## config.mk

```make
export PLATFORM = sky130hd
export DESIGN_NAME = nibble_varint_decoder
export DESIGN_NICKNAME = d
export VERILOG_FILES = /design/src/hw/rtl/nvd_pkg.sv /design/src/hw/rtl/nvd_in_stage.sv /design/src/hw/rtl/nvd_decode_core.sv /design/src/hw/rtl/nvd_out_stage.sv /design/src/hw/rtl/nibble_varint_decoder.sv
export SDC_FILE = /design/constraint.sdc
export NUM_CORES = 1
export LEC_CHECK = 0
export ABC_AREA = 0
export BUFFER_PORTS_ARGS = -buffer_cell sky130_fd_sc_hd__buf_2
export CAP_MARGIN = 20
export CORE_AREA = 2 2 87 131
export CTS_CLUSTER_SIZE = 10
export DETAILED_ROUTE_END_ITERATION = 6
export DIE_AREA = 0 0 89 133
export PLACE_DENSITY = 0.66
export SYNTH_ARGS = -nofsm -noshare
export SYNTH_HDL_FRONTEND = slang
export SYNTH_SLANG_ARGS = --single-unit
```

## constraint.sdc

```tcl
create_clock -name clock -period 5.3 [get_ports clock]
set_clock_uncertainty 0.15 [all_clocks]
set_input_delay 0.795 -clock clock [delete_from_list [all_inputs] [get_ports clock]]
set_output_delay 0.795 -clock clock [all_outputs]
set_load 0.005 [all_outputs]
```

## src/hw/rtl/nvd_pkg.sv

```systemverilog
// ----------------------------------------------------------------------------
// nvd_pkg
// Shared types and constants for the nibble varint decoder.
// ----------------------------------------------------------------------------
`default_nettype none

package nvd_pkg;

   // pending nested count codes allowed before the error
   localparam int unsigned MAX_NEST = 15;
   localparam int unsigned DEPTH_W  = $clog2(MAX_NEST + 1);

   localparam int unsigned NIB_W    = 4;
   localparam int unsigned VALUE_W  = 32;
   localparam int unsigned LEN_W    = 6;

   // lead nibble codes
   localparam logic [NIB_W-1:0] NIB_SHORT_MAX = 4'h6;
   localparam logic [NIB_W-1:0] NIB_NEST      = 4'h7;
   localparam logic [NIB_W-1:0] NIB_LEN6_MAX  = 4'hb;
   localparam logic [NIB_W-1:0] NIB_LEN9_MAX  = 4'hd;
   localparam logic [NIB_W-1:0] NIB_LEN12     = 4'he;

   // largest legal payload count in nibbles
   localparam logic [VALUE_W-1:0] MAX_COUNT = 32'd8;

   localparam logic [LEN_W-1:0] LEN_SHORT = 6'd3;
   localparam logic [LEN_W-1:0] LEN_6     = 6'd6;
   localparam logic [LEN_W-1:0] LEN_9     = 6'd9;
   localparam logic [LEN_W-1:0] LEN_12    = 6'd12;

   typedef struct packed {
      logic [NIB_W-1:0] nibble;
      logic             want_signed;
   } item_type;

   typedef struct packed {
      logic [VALUE_W-1:0] value;
      logic [LEN_W-1:0]   bit_length;
      logic               length_error;
      logic               is_signed;
   } rslt_type;

endpackage

`default_nettype wire

```

## src/hw/rtl/nvd_in_stage.sv

```systemverilog
// ----------------------------------------------------------------------------
// nvd_in_stage
// Input register for nibble transfers, released when the decoder takes them.
// ----------------------------------------------------------------------------
`default_nettype none

module nvd_in_stage (
   input  wire logic              clock,
   input  wire logic              reset,
   input  wire logic              req_tvalid,
   output logic                   req_tready,
   input  wire nvd_pkg::item_type req_item,
   input  wire logic              take,
   output logic                   item_valid,
   output nvd_pkg::item_type      item
);

   logic              valid_ff, valid_in;
   nvd_pkg::item_type item_ff;
   logic              load;

   assign req_tready = !valid_ff || take;
   assign load       = req_tvalid && req_tready;

   always_comb begin
      valid_in = valid_ff;
      if (load) begin
         valid_in = 1'b1;
      end else if (take) begin
         valid_in = 1'b0;
      end
   end

   always_ff @(posedge clock) begin
      if (reset) begin
         valid_ff <= 1'b0;
      end else begin
         valid_ff <= valid_in;
      end
      if (load) begin
         item_ff <= req_item;
      end
   end

   assign item_valid = valid_ff;
   assign item       = item_ff;

endmodule

`default_nettype wire

```

## src/hw/rtl/nvd_decode_core.sv

```systemverilog
// ----------------------------------------------------------------------------
// nvd_decode_core
// Code state machine: one nibble per cycle updates phase, payload accumulator
// and nesting depth, and flags a finished outermost code, held until out_free.
// ----------------------------------------------------------------------------
`default_nettype none

module nvd_decode_core (
   input  wire logic              clock,
   input  wire logic              reset,
   input  wire logic              item_valid,
   input  wire nvd_pkg::item_type item,
   input  wire logic              out_free,
   output logic                   take,
   output logic                   emit,
   output nvd_pkg::rslt_type      rslt
);

   typedef enum logic [1:0] {PH_START, PH_LEAD, PH_PAYLOAD} phase_type;

   phase_type                        phase_ff, phase_in;
   logic [3:0]                       left_ff, left_in;
   logic [nvd_pkg::VALUE_W-1:0]      accum_ff, accum_in;
   logic [nvd_pkg::DEPTH_W-1:0]      depth_ff, depth_in;
   logic                             signed_ff, signed_in;
   logic                             err_ff, err_in;
   logic [nvd_pkg::LEN_W-1:0]        codelen_ff, codelen_in;

   logic                             comp;
   logic [nvd_pkg::VALUE_W-1:0]      cv;
   logic [nvd_pkg::LEN_W-1:0]        clen;
   logic [nvd_pkg::VALUE_W-1:0]      acc_shift;
   logic [3:0]                       left_dec;
   logic [nvd_pkg::NIB_W-1:0]        nib;
   logic                             bad_count;

   assign nib       = item.nibble;
   assign acc_shift = {accum_ff[nvd_pkg::VALUE_W-nvd_pkg::NIB_W-1:0], nib};
   assign left_dec  = left_ff - 4'd1;

   always_comb begin
      phase_in   = phase_ff;
      left_in    = left_ff;
      accum_in   = accum_ff;
      depth_in   = depth_ff;
      signed_in  = signed_ff;
      err_in     = err_ff;
      codelen_in = codelen_ff;
      comp       = 1'b0;
      cv         = '0;
      clen       = '0;
      emit       = 1'b0;
      bad_count  = 1'b0;
      rslt       = '0;

      case (phase_ff)
         PH_PAYLOAD: begin
            if (left_dec == 4'd0) begin
               comp = 1'b1;
               cv   = acc_shift;
               clen = codelen_ff;
            end else begin
               accum_in = acc_shift;
               left_in  = left_dec;
            end
         end
         PH_START, PH_LEAD: begin
            if (phase_ff == PH_START) begin
               signed_in = item.want_signed;
            end
            if (nib <= nvd_pkg::NIB_SHORT_MAX) begin
               comp = 1'b1;
               cv   = {{(nvd_pkg::VALUE_W-3){1'b0}}, nib[2:0]};
               clen = nvd_pkg::LEN_SHORT;
            end else if (nib == nvd_pkg::NIB_NEST) begin
               if (depth_ff >= nvd_pkg::DEPTH_W'(nvd_pkg::MAX_NEST)) begin
                  err_in = 1'b1;
                  comp   = 1'b1;
               end else begin
                  depth_in = depth_ff + nvd_pkg::DEPTH_W'(1);
                  phase_in = PH_LEAD;
               end
            end else if (nib <= nvd_pkg::NIB_LEN6_MAX) begin
               accum_in   = {{(nvd_pkg::VALUE_W-2){1'b0}}, nib[1:0]};
               left_in    = 4'd1;
               codelen_in = nvd_pkg::LEN_6;
               phase_in   = PH_PAYLOAD;
            end else if (nib <= nvd_pkg::NIB_LEN9_MAX) begin
               accum_in   = {{(nvd_pkg::VALUE_W-1){1'b0}}, nib[0]};
               left_in    = 4'd2;
               codelen_in = nvd_pkg::LEN_9;
               phase_in   = PH_PAYLOAD;
            end else if (nib == nvd_pkg::NIB_LEN12) begin
               accum_in   = '0;
               left_in    = 4'd3;
               codelen_in = nvd_pkg::LEN_12;
               phase_in   = PH_PAYLOAD;
            end else begin
               // prefix nibble, skipped
               phase_in = PH_LEAD;
            end
         end
         default: begin
            phase_in = PH_START;
         end
      endcase

      if (comp) begin
         bad_count = cv > nvd_pkg::MAX_COUNT;
         if (depth_ff == '0) begin
            emit = 1'b1;
         end else if (bad_count || cv == '0) begin
            // a bad or empty count unwinds every pending level to an empty code
            err_in   = err_in || bad_count;
            depth_in = '0;
            cv       = '0;
            clen     = '0;
            emit     = 1'b1;
         end else begin
            depth_in   = depth_ff - nvd_pkg::DEPTH_W'(1);
            left_in    = cv[3:0];
            accum_in   = '0;
            codelen_in = {cv[3:0], 2'b00};
            phase_in   = PH_PAYLOAD;
         end
         if (emit) begin
            phase_in   = PH_START;
            left_in    = 4'd0;
            accum_in   = '0;
            codelen_in = clen;
         end
      end

      rslt.value        = cv;
      rslt.bit_length   = clen;
      rslt.length_error = err_in;
      rslt.is_signed    = signed_in;
   end

   assign take = item_valid && (!emit || out_free);

   always_ff @(posedge clock) begin
      if (reset) begin
         phase_ff   <= PH_START;
         left_ff    <= 4'd0;
         accum_ff   <= '0;
         depth_ff   <= '0;
         signed_ff  <= 1'b0;
         err_ff     <= 1'b0;
         codelen_ff <= '0;
      end else if (take) begin
         phase_ff   <= phase_in;
         left_ff    <= left_in;
         accum_ff   <= accum_in;
         depth_ff   <= depth_in;
         signed_ff  <= signed_in;
         err_ff     <= err_in;
         codelen_ff <= codelen_in;
      end
   end

endmodule

`default_nettype wire

```

## src/hw/rtl/nvd_out_stage.sv

```systemverilog
// ----------------------------------------------------------------------------
// nvd_out_stage
// Sign extension of a finished code and the result register.
// ----------------------------------------------------------------------------
`default_nettype none

module nvd_out_stage (
   input  wire logic              clock,
   input  wire logic              reset,
   input  wire logic              load,
   input  wire nvd_pkg::rslt_type rslt,
   output logic                   out_free,
   output logic                   rsp_tvalid,
   input  wire logic              rsp_tready,
   output logic [39:0]            rsp_tdata
);

   logic                             valid_ff, valid_in;
   logic [nvd_pkg::VALUE_W-1:0]      value_ff, value_in;
   logic [nvd_pkg::LEN_W-1:0]        len_ff;
   logic                             err_ff;
   logic [4:0]                       sign_idx;
   logic [nvd_pkg::VALUE_W-1:0]      high_mask;

   assign sign_idx  = rslt.bit_length[4:0] - 5'd1;
   assign high_mask = {nvd_pkg::VALUE_W{1'b1}} << rslt.bit_length;

   always_comb begin
      value_in = rslt.value;
      // lengths 1 to 31 are extended; empty and full-width codes stay as is
      if (rslt.is_signed && rslt.bit_length != '0 && !rslt.bit_length[5]
          && rslt.value[sign_idx]) begin
         value_in = rslt.value | high_mask;
      end
   end

   assign out_free = !valid_ff || rsp_tready;

   always_comb begin
      valid_in = valid_ff;
      if (load) begin
         valid_in = 1'b1;
      end else if (rsp_tready) begin
         valid_in = 1'b0;
      end
   end

   always_ff @(posedge clock) begin
      if (reset) begin
         valid_ff <= 1'b0;
      end else begin
         valid_ff <= valid_in;
      end
      if (load) begin
         value_ff <= value_in;
         len_ff   <= rslt.bit_length;
         err_ff   <= rslt.length_error;
      end
   end

   assign rsp_tvalid = valid_ff;
   assign rsp_tdata  = {1'b0, err_ff, len_ff, value_ff};

endmodule

`default_nettype wire

```

## src/hw/rtl/nibble_varint_decoder.sv

```systemverilog
// ----------------------------------------------------------------------------
// nibble_varint_decoder
// Decodes variable-length integer codes from a stream of 4-bit nibbles.
// ----------------------------------------------------------------------------
// One nibble arrives per req_ transfer, high nibble first. When a nibble
// finishes an outermost code (nested count codes included), one rsp_
// transfer carries the decoded value, its bit length and the sticky error
// flag; every other nibble gives no result.
// A nibble that finishes its code passes the input register, and its result
// the result register, before rsp_tvalid rises.
// Throughput: one nibble per cycle unless the receiver stalls; the
// state update and the sign extension sit in one combinational pass
// between the two registers.
// When the receiver stalls, the result register holds its result and the
// input register keeps taking nibbles that finish no code; a nibble that
// would finish one waits in the input register, and req_tready drops.
// Reset clears the code state, the nesting depth and the sticky error,
// and empties both registers. The error flag is cleared only by reset.
// ----------------------------------------------------------------------------
`default_nettype none

module nibble_varint_decoder (
   input  wire logic        clock,
   input  wire logic        reset,
   input  wire logic        req_tvalid,
   output logic             req_tready,
   input  wire logic [7:0]  req_tdata,   // nibble[3:0], want_signed[4], zero[7:5]
   output logic             rsp_tvalid,
   input  wire logic        rsp_tready,
   output logic [39:0]      rsp_tdata    // value[31:0], bit_length[37:32],
                                         // length_error[38], zero[39]
);

   nvd_pkg::item_type req_item;
   nvd_pkg::item_type item;
   nvd_pkg::rslt_type rslt;
   logic              item_valid;
   logic              take;
   logic              emit;
   logic              out_free;

   assign req_item.nibble      = req_tdata[3:0];
   assign req_item.want_signed = req_tdata[4];

   nvd_in_stage u_in (
      .clock      (clock),
      .reset      (reset),
      .req_tvalid (req_tvalid),
      .req_tready (req_tready),
      .req_item   (req_item),
      .take       (take),
      .item_valid (item_valid),
      .item       (item)
   );

   nvd_decode_core u_core (
      .clock      (clock),
      .reset      (reset),
      .item_valid (item_valid),
      .item       (item),
      .out_free   (out_free),
      .take       (take),
      .emit       (emit),
      .rslt       (rslt)
   );

   nvd_out_stage u_out (
      .clock      (clock),
      .reset      (reset),
      .load       (take && emit),
      .rslt       (rslt),
      .out_free   (out_free),
      .rsp_tvalid (rsp_tvalid),
      .rsp_tready (rsp_tready),
      .rsp_tdata  (rsp_tdata)
   );

endmodule

`default_nettype wire

```

* Word level (Yosys, flattened, before mapping)
Index checks and enable logic that the tools add are counted.
** Word-level totals
- Flip-flop bits (word level) :: 96
- Bits of input ports :: 12
- Output and inout bits :: 42
- Word-level logic and storage cells :: 140
** Operators by class
- Add/subtract/negate cells :: 4
- $lt $le $gt $ge :: 6
- Equality and inequality tests :: 4
- Shift-type cells :: 1
- Muxes and demuxes :: 87
- Bitwise operators :: 1
- Reduce and logical (&&, ||, !) cells :: 23
** Operators by type and width (number)
- 32-bit two-way mux :: 15
- 32-bit case mux with 2 select lines :: 2
- 6-bit two-way mux :: 14
- 4-bit two-way mux :: 17
- 32-bit by 4-bit greater-than comparator with 1-bit output (second input constant) :: 1
- 32-bit logical NOT :: 1
- 32-bit OR :: 1
- 32-bit by 6-bit << shifter with 32-bit output (first input constant) :: 1
- 1-bit two-way mux :: 22
- 2-bit two-way mux :: 11
- 6-bit case mux with 2 select lines :: 1
- 4-bit less-or-equal comparator (second input constant) :: 2
- 4-bit logical NOT :: 2
- 4-bit case mux with 2 select lines :: 1
- 4-bit by 1-bit subtractor with 4-bit output (second input constant) :: 2
- 1-bit logical AND :: 6
- 5-bit by 6-bit less-than comparator with 1-bit output (second input constant) :: 1
- 6-bit nonzero test :: 1
- 1-bit binary-select mux with 5-bit select :: 1
- 1-bit logical OR :: 5
- 5-bit by 1-bit subtractor with 5-bit output (second input constant) :: 1
- 4-bit by 1-bit adder with 4-bit output (second input constant) :: 1
- 4-bit by 3-bit == test with 1-bit output (second input constant) :: 1
- 4-bit == test (second input constant) :: 1
- other kinds (11) :: 15

* Logic depth before layout (Yosys ltp)
- Depth in word-level cells :: 16
- Gate-level depth with buffers :: 22
- Depth with buffers taken out :: 18

* Hierarchy
Synthesis repeated with hierarchy kept, for this count alone.
** Unflattened totals
- Cells, all modules :: 538
- Area total of the unflattened synthesis :: 5410.2 sq um
** Modules (own cells, without submodules)
- nvd_decode_core :: instances 1, cells each 321, area each 2658.8 sq um, seq. area each 920.9 sq um
- nvd_out_stage :: instances 1, cells each 206, area each 2539.9 sq um, seq. area each 1191.1 sq um
- nvd_in_stage :: instances 1, cells each 10, area each 205.2 sq um, seq. area each 170.2 sq um
- nibble_varint_decoder :: instances 1, cells each 1, area each 6.3 sq um, seq. area each 0.0 sq um

* Worst setup path after synthesis
No wires, ideal clock.
- Path type :: register -> register
- Start point :: reg u_core.left_ff[0]
- End point :: reg u_out.value_ff[11] in the netlist's numbering, data pin
- Setup time :: 256 ps
- Data arrival time :: 4254 ps
- Data required time :: 4894 ps
- Setup slack :: 640 ps
- Stages on the path, launching flop included :: 20
- Path buffers :: 4
- Clock period less this slack :: 4660 ps
- Path through :: dfxtp_1 buf_6 inv_1 ha_1 nand4bb_1 a211o_1 and2_1 buf_2 o22a_1 nor2_1 nor2_1 ha_1 clkbuf_1 inv_1 mux4_2 a32o_1 a211o_1 and3_4 buf_6 a22o_1
** On the way
- Cells in the longest elaborated chain, start to end :: 14
- Elaborated cells on any way between the ends :: 28
- Those cells by class :: add/sub (2); order compare (1); shift (1); mux (15); bitwise (1); reduce/logical (8)
** Ends and longest elaborated chain
- start, declared :: line nvd_decode_core.sv:22 : logic [3:0] left_ff, left_in;
- start signal, assigned :: line nvd_decode_core.sv:153 : left_ff <= left_in;
- 4-bit by 1-bit subtractor with 4-bit output * :: line nvd_decode_core.sv:39 : assign left_dec = left_ff - 4'd1;
- 4-bit logical NOT * :: line nvd_decode_core.sv:58 : if (left_dec == 4'd0) begin
- 32-bit two-way mux :: line nvd_decode_core.sv:58
- 32-bit case mux with 2 select lines :: line nvd_decode_core.sv:56 : case (phase_ff)
- 32-bit by 4-bit greater-than comparator with 1-bit output or 32-bit logical NOT (tied branches) :: line nvd_decode_core.sv:109, nvd_decode_core.sv:112
- 1-bit logical OR :: line nvd_decode_core.sv:112 : end else if (bad_count || cv == '0) begin
- 6-bit two-way mux :: line nvd_decode_core.sv:112
- 6-bit two-way mux :: line nvd_decode_core.sv:110 : if (depth_ff == '0) begin
- 6-bit two-way mux :: line nvd_decode_core.sv:108 : if (comp) begin
- 5-bit by 1-bit subtractor with 5-bit output or 6-bit nonzero test (tied branches) :: line nvd_out_stage.sv:25, nvd_out_stage.sv:31
- 1-bit binary-select mux with 5-bit select or 1-bit logical AND (tied branches) :: line nvd_out_stage.sv:32, nvd_out_stage.sv:31
- 1-bit two-way mux (implied by the code) or 1-bit logical AND (tied branches) :: line nvd_out_stage.sv:32, nvd_out_stage.sv:31
- 1-bit logical AND :: line nvd_out_stage.sv:32 : && rslt.value[sign_idx]) begin
- 32-bit two-way mux * :: line nvd_out_stage.sv:31 : if (rslt.is_signed && rslt.bit_length != '0 && !rslt.bit_length[5]
- via u_out.value_in, one bit :: line nvd_out_stage.sv:19 : logic [nvd_pkg::VALUE_W-1:0] value_ff, value_in;
- end signal, assigned :: line nvd_out_stage.sv:55 : value_ff <= value_in;
- end, declared :: line nvd_out_stage.sv:19
The timed path passes the listed nets; every way through them passes the cells marked *. The select of a mux whose other input is x is not followed.
A chain may end at the register's enable or synchronous reset.

* Final worst setup path
- Start point :: reg u_core.left_ff[0]
- End point :: reg u_out.value_ff[18] in the netlist's numbering, data pin
Same word-level chain as after synthesis.

==> results.sh <==
export IMPL_outcome="completed"
export IMPL_async_reset_ff_frac=0
export IMPL_fmax_ghz=0.205
export IMPL_tightest_slew_ns=0.874
export IMPL_numCtsBuffers=9
export IMPL_netlist_instances=574
export IMPL_cpMaxStageDelayCell="dfxtp_1"
export IMPL_avgSynthCellArea_sq_um=8.73
export IMPL_clock_latency_ns=0.35
export IMPL_max_stage_delay_ns=0.50
export IMPL_critPathTopFamily="compound AO/OA/AOI/OAI gates"
export IMPL_hold_class="reg2reg"
export IMPL_critPathMaxFanout=15
export IMPL_place_gp_congestion=0.963
export IMPL_tritoncts="yes"
export IMPL_p_leak_uw=0.00222
export IMPL_layout_drive_gt1_share=0.166
export IMPL_dp_hpwl_microns=10600
export IMPL_die_x_microns=89
export IMPL_clockBufferDepth=2
export IMPL_grt_pass1_vias=4336
export IMPL_synthTopCellsByArea="edfxtp_1 (26%), dfxtp_1 (19%), nand2_1 (5.5%)"
export IMPL_setup_violations=0
export IMPL_wl_microns=14200
export IMPL_start_util=0.463
export IMPL_num_vias=4642
export IMPL_diodes=0
export IMPL_setup_tns_ns=0
export IMPL_grt_antenna_before_repair=0
export IMPL_nets=635
export IMPL_arrival_ns=4.80
export IMPL_yosys_register_bits=92
export IMPL_synth_area_leader_cell="edfxtp_1"
export IMPL_ant_nets=0
export IMPL_cts_sinks=92
export IMPL_path_clk_slew_ns=0.06
export IMPL_syn_nets=592
export IMPL_synth_cell_type_count=69
export IMPL_io_pins=54
export IMPL_rows=47
export IMPL_cts_setup_buffers=0
export IMPL_hold_viol_final=0
export IMPL_chipHeight_microns=133
export IMPL_yosysSeqAreaShare=0.455
export IMPL_crit_required_ns=5.22
export IMPL_slew_headroom=0.418
export IMPL_drc=0
export IMPL_track_usage=0.243
export IMPL_path_common_cell="inv_1"
export IMPL_period_share=0.920
export IMPL_cts_htree_levels=3
export IMPL_holdWs_ns=0.320
export IMPL_overflow=0
export IMPL_fin_crit_ns=4.88
export IMPL_hold_buffers=0
export IMPL_grt_pass1_wl_microns=21900
export IMPL_cp_end_kind="register"
export IMPL_crit_buf_inv=4
export IMPL_cts_resized=0
export IMPL_dr_pass1_iters=5
export IMPL_dieArea_sq_um=11800
export IMPL_viasPerCell=6.04
export IMPL_maxCapViolations=0
export IMPL_power_density_nw_per_um2=268
export IMPL_ys_flop_type="dfxtp_1"
export IMPL_port_buffers=49
export IMPL_max_vdd_ir_drop_uv=164
export IMPL_grt_max_degree=48
export IMPL_drt_iter0_drc=380
export IMPL_cts_root_buf="clkbuf_16"
export IMPL_cp_cell_sequence="inv_1 > ha_1 > nand4bb_1 > a211o_1 > and2_1 > o22ai_2 > nand2_1 > nand2_1 > inv_1 > ha_1 > inv_1 > mux4_2 > a32o_1 > a211o_1 > nand3_1 > buf_4 > o21ai_0"
export IMPL_synth_edf_count=44
export IMPL_core_area_sq_um=10800
export IMPL_netlist_area_sq_um=5010
export IMPL_synth_warnings=0
export IMPL_synth_top_cell_area_share=0.264
export IMPL_wl_per_cell_microns=18.5
export IMPL_area_growth_pct=14.2
export IMPL_critPathKind="reg2reg"
export IMPL_rsz0062_at_grt="no"
export IMPL_maxSlewViolCount=0
export IMPL_startpoint_type="register"
==> flip-flops by register name, summed over array words and instances (netlist names), named ones only <==
register / flops
u_out.value_ff: 32
u_core.accum_ff: 28
u_core.codelen_ff: 6
u_out.len_ff: 6
u_in.item: 5
u_core.depth_ff: 4
u_core.left_ff: 4
u_core.err_ff: 1
u_core.phase_ff: 1
u_core.signed_ff: 1
u_in.item_valid: 1
u_out.err_ff: 1
u_out.rsp_tvalid: 1
==> layer usage <==
metal | track usage | vias up | share of wire
met1 | 0.268 | 2169 | 0.38
li1 | - | 2195 | -
met5 | 0 | - | 0
met4 | 0.166 | 0 | 0.070
met3 | 0.0443 | 65 | 0.049
met2 | 0.411 | 213 | 0.50
==> worst paths after layout <==
| kind | startpoint | endpoint | slack [ns] | cells past startpoint |
|---|---|---|---|---|
| min | u_core.signed_ff | u_core.signed_ff | 0.32 | 2 |
| min reg2reg | u_core.signed_ff | u_core.signed_ff | 0.32 | 2 |
| max reg2reg | u_core.left_ff[0] | u_out.value_ff[18] | 0.42 | 17 |
| max | u_core.left_ff[0] | u_out.value_ff[18] | 0.42 | 17 |
==> logic make-up after synthesis <==
| kind of cell | synth area share |
|---|---|
| simple gates | 0.210 |
| compound gates | 0.233 |
| flops | 0.455 |
| buf+inv | 0.0492 |
| mux | 0.0282 |
| fa+ha+maj | 0.0150 |
| xor+xnor | 0.00874 |
| other cells | 0.000748 |
==> through the flow <==
stage / total power (uW) / cells / utilization / cell area [sq um] / setup WS (ns)
CTS: 1540 / 769 / 0.529 / 5720 / 0.489
floorplan: 892 / 574 / - / 5010 / 0.640
detailed placement: 951 / 753 / 0.503 / 5450 / 0.531
finish: 1530 / 769 / 0.529 / 5720 / 0.422
global placement: 948 / 753 / 0.503 / 5450 / 0.596
global route: 1590 / 769 / 0.529 / 5720 / 0.190
==> synth_stat cells, types with 5 or more instances <==
master,number
a22o_1,10
ha_1,6
and2_1,10
nor2b_1,6
buf_2,5
dfxtp_1,48
o211ai_1,5
nor3b_1,5
inv_1,18
o21ai_1,13
nor3_1,14
a31oi_1,6
nand3_1,19
nand2_1,74
nor4_1,8
edfxtp_1,44
o21ai_0,37
and3_1,5
clkbuf_1,30
a21oi_1,38
nor2_1,65
a22oi_1,30
==> final cells by class <==
type	instances	area, sq um
clock inverters	6	47.5
repair buffers	72	418
well taps	147	184
flip-flops and latches	92	2280
multi-input cells	424	2490
fillers	1075	5100
clock buffers	10	229
inverters	18	67.6
==> cells in the final DEF, fill, tap and decap left out, drive strengths merged, types with 6 or more instances in the layout <==
cell type  Yosys  routed
a31oi          6       6
a21oi         38      38
nor3          14      14
edfxtp        44      44
inv           18      20
dfxtp         48      48
o21ai         51      51
ha             6       6
nor2          66      66
nand3         19      19
nand2         74      74
buf           10      72
clkbuf        30      10
a22oi         30      30
nor4           8       8
and2          10      10
nor2b          6       6
and3           6       6
a22o          10      10
==> where the power goes <==
| group | total (uW) | switching (uW) | internal, uW |
|---|---|---|---|
| Sequential | 769 | 14.2 | 755 |
| Combinational | 169 | 113 | 56.7 |
| Clock | 594 | 273 | 321 |
| Total | 1530 | 399 | 1130 |
==> worst min-delay path, delay by kind of cell (launching register included) <==
kind | cells | cell delay, ns
flops | 1 | 0.32
simple gates | 1 | 0.06
compound gates | 1 | 0.05
No activity file was read; power rests on OpenSTA's default activity.
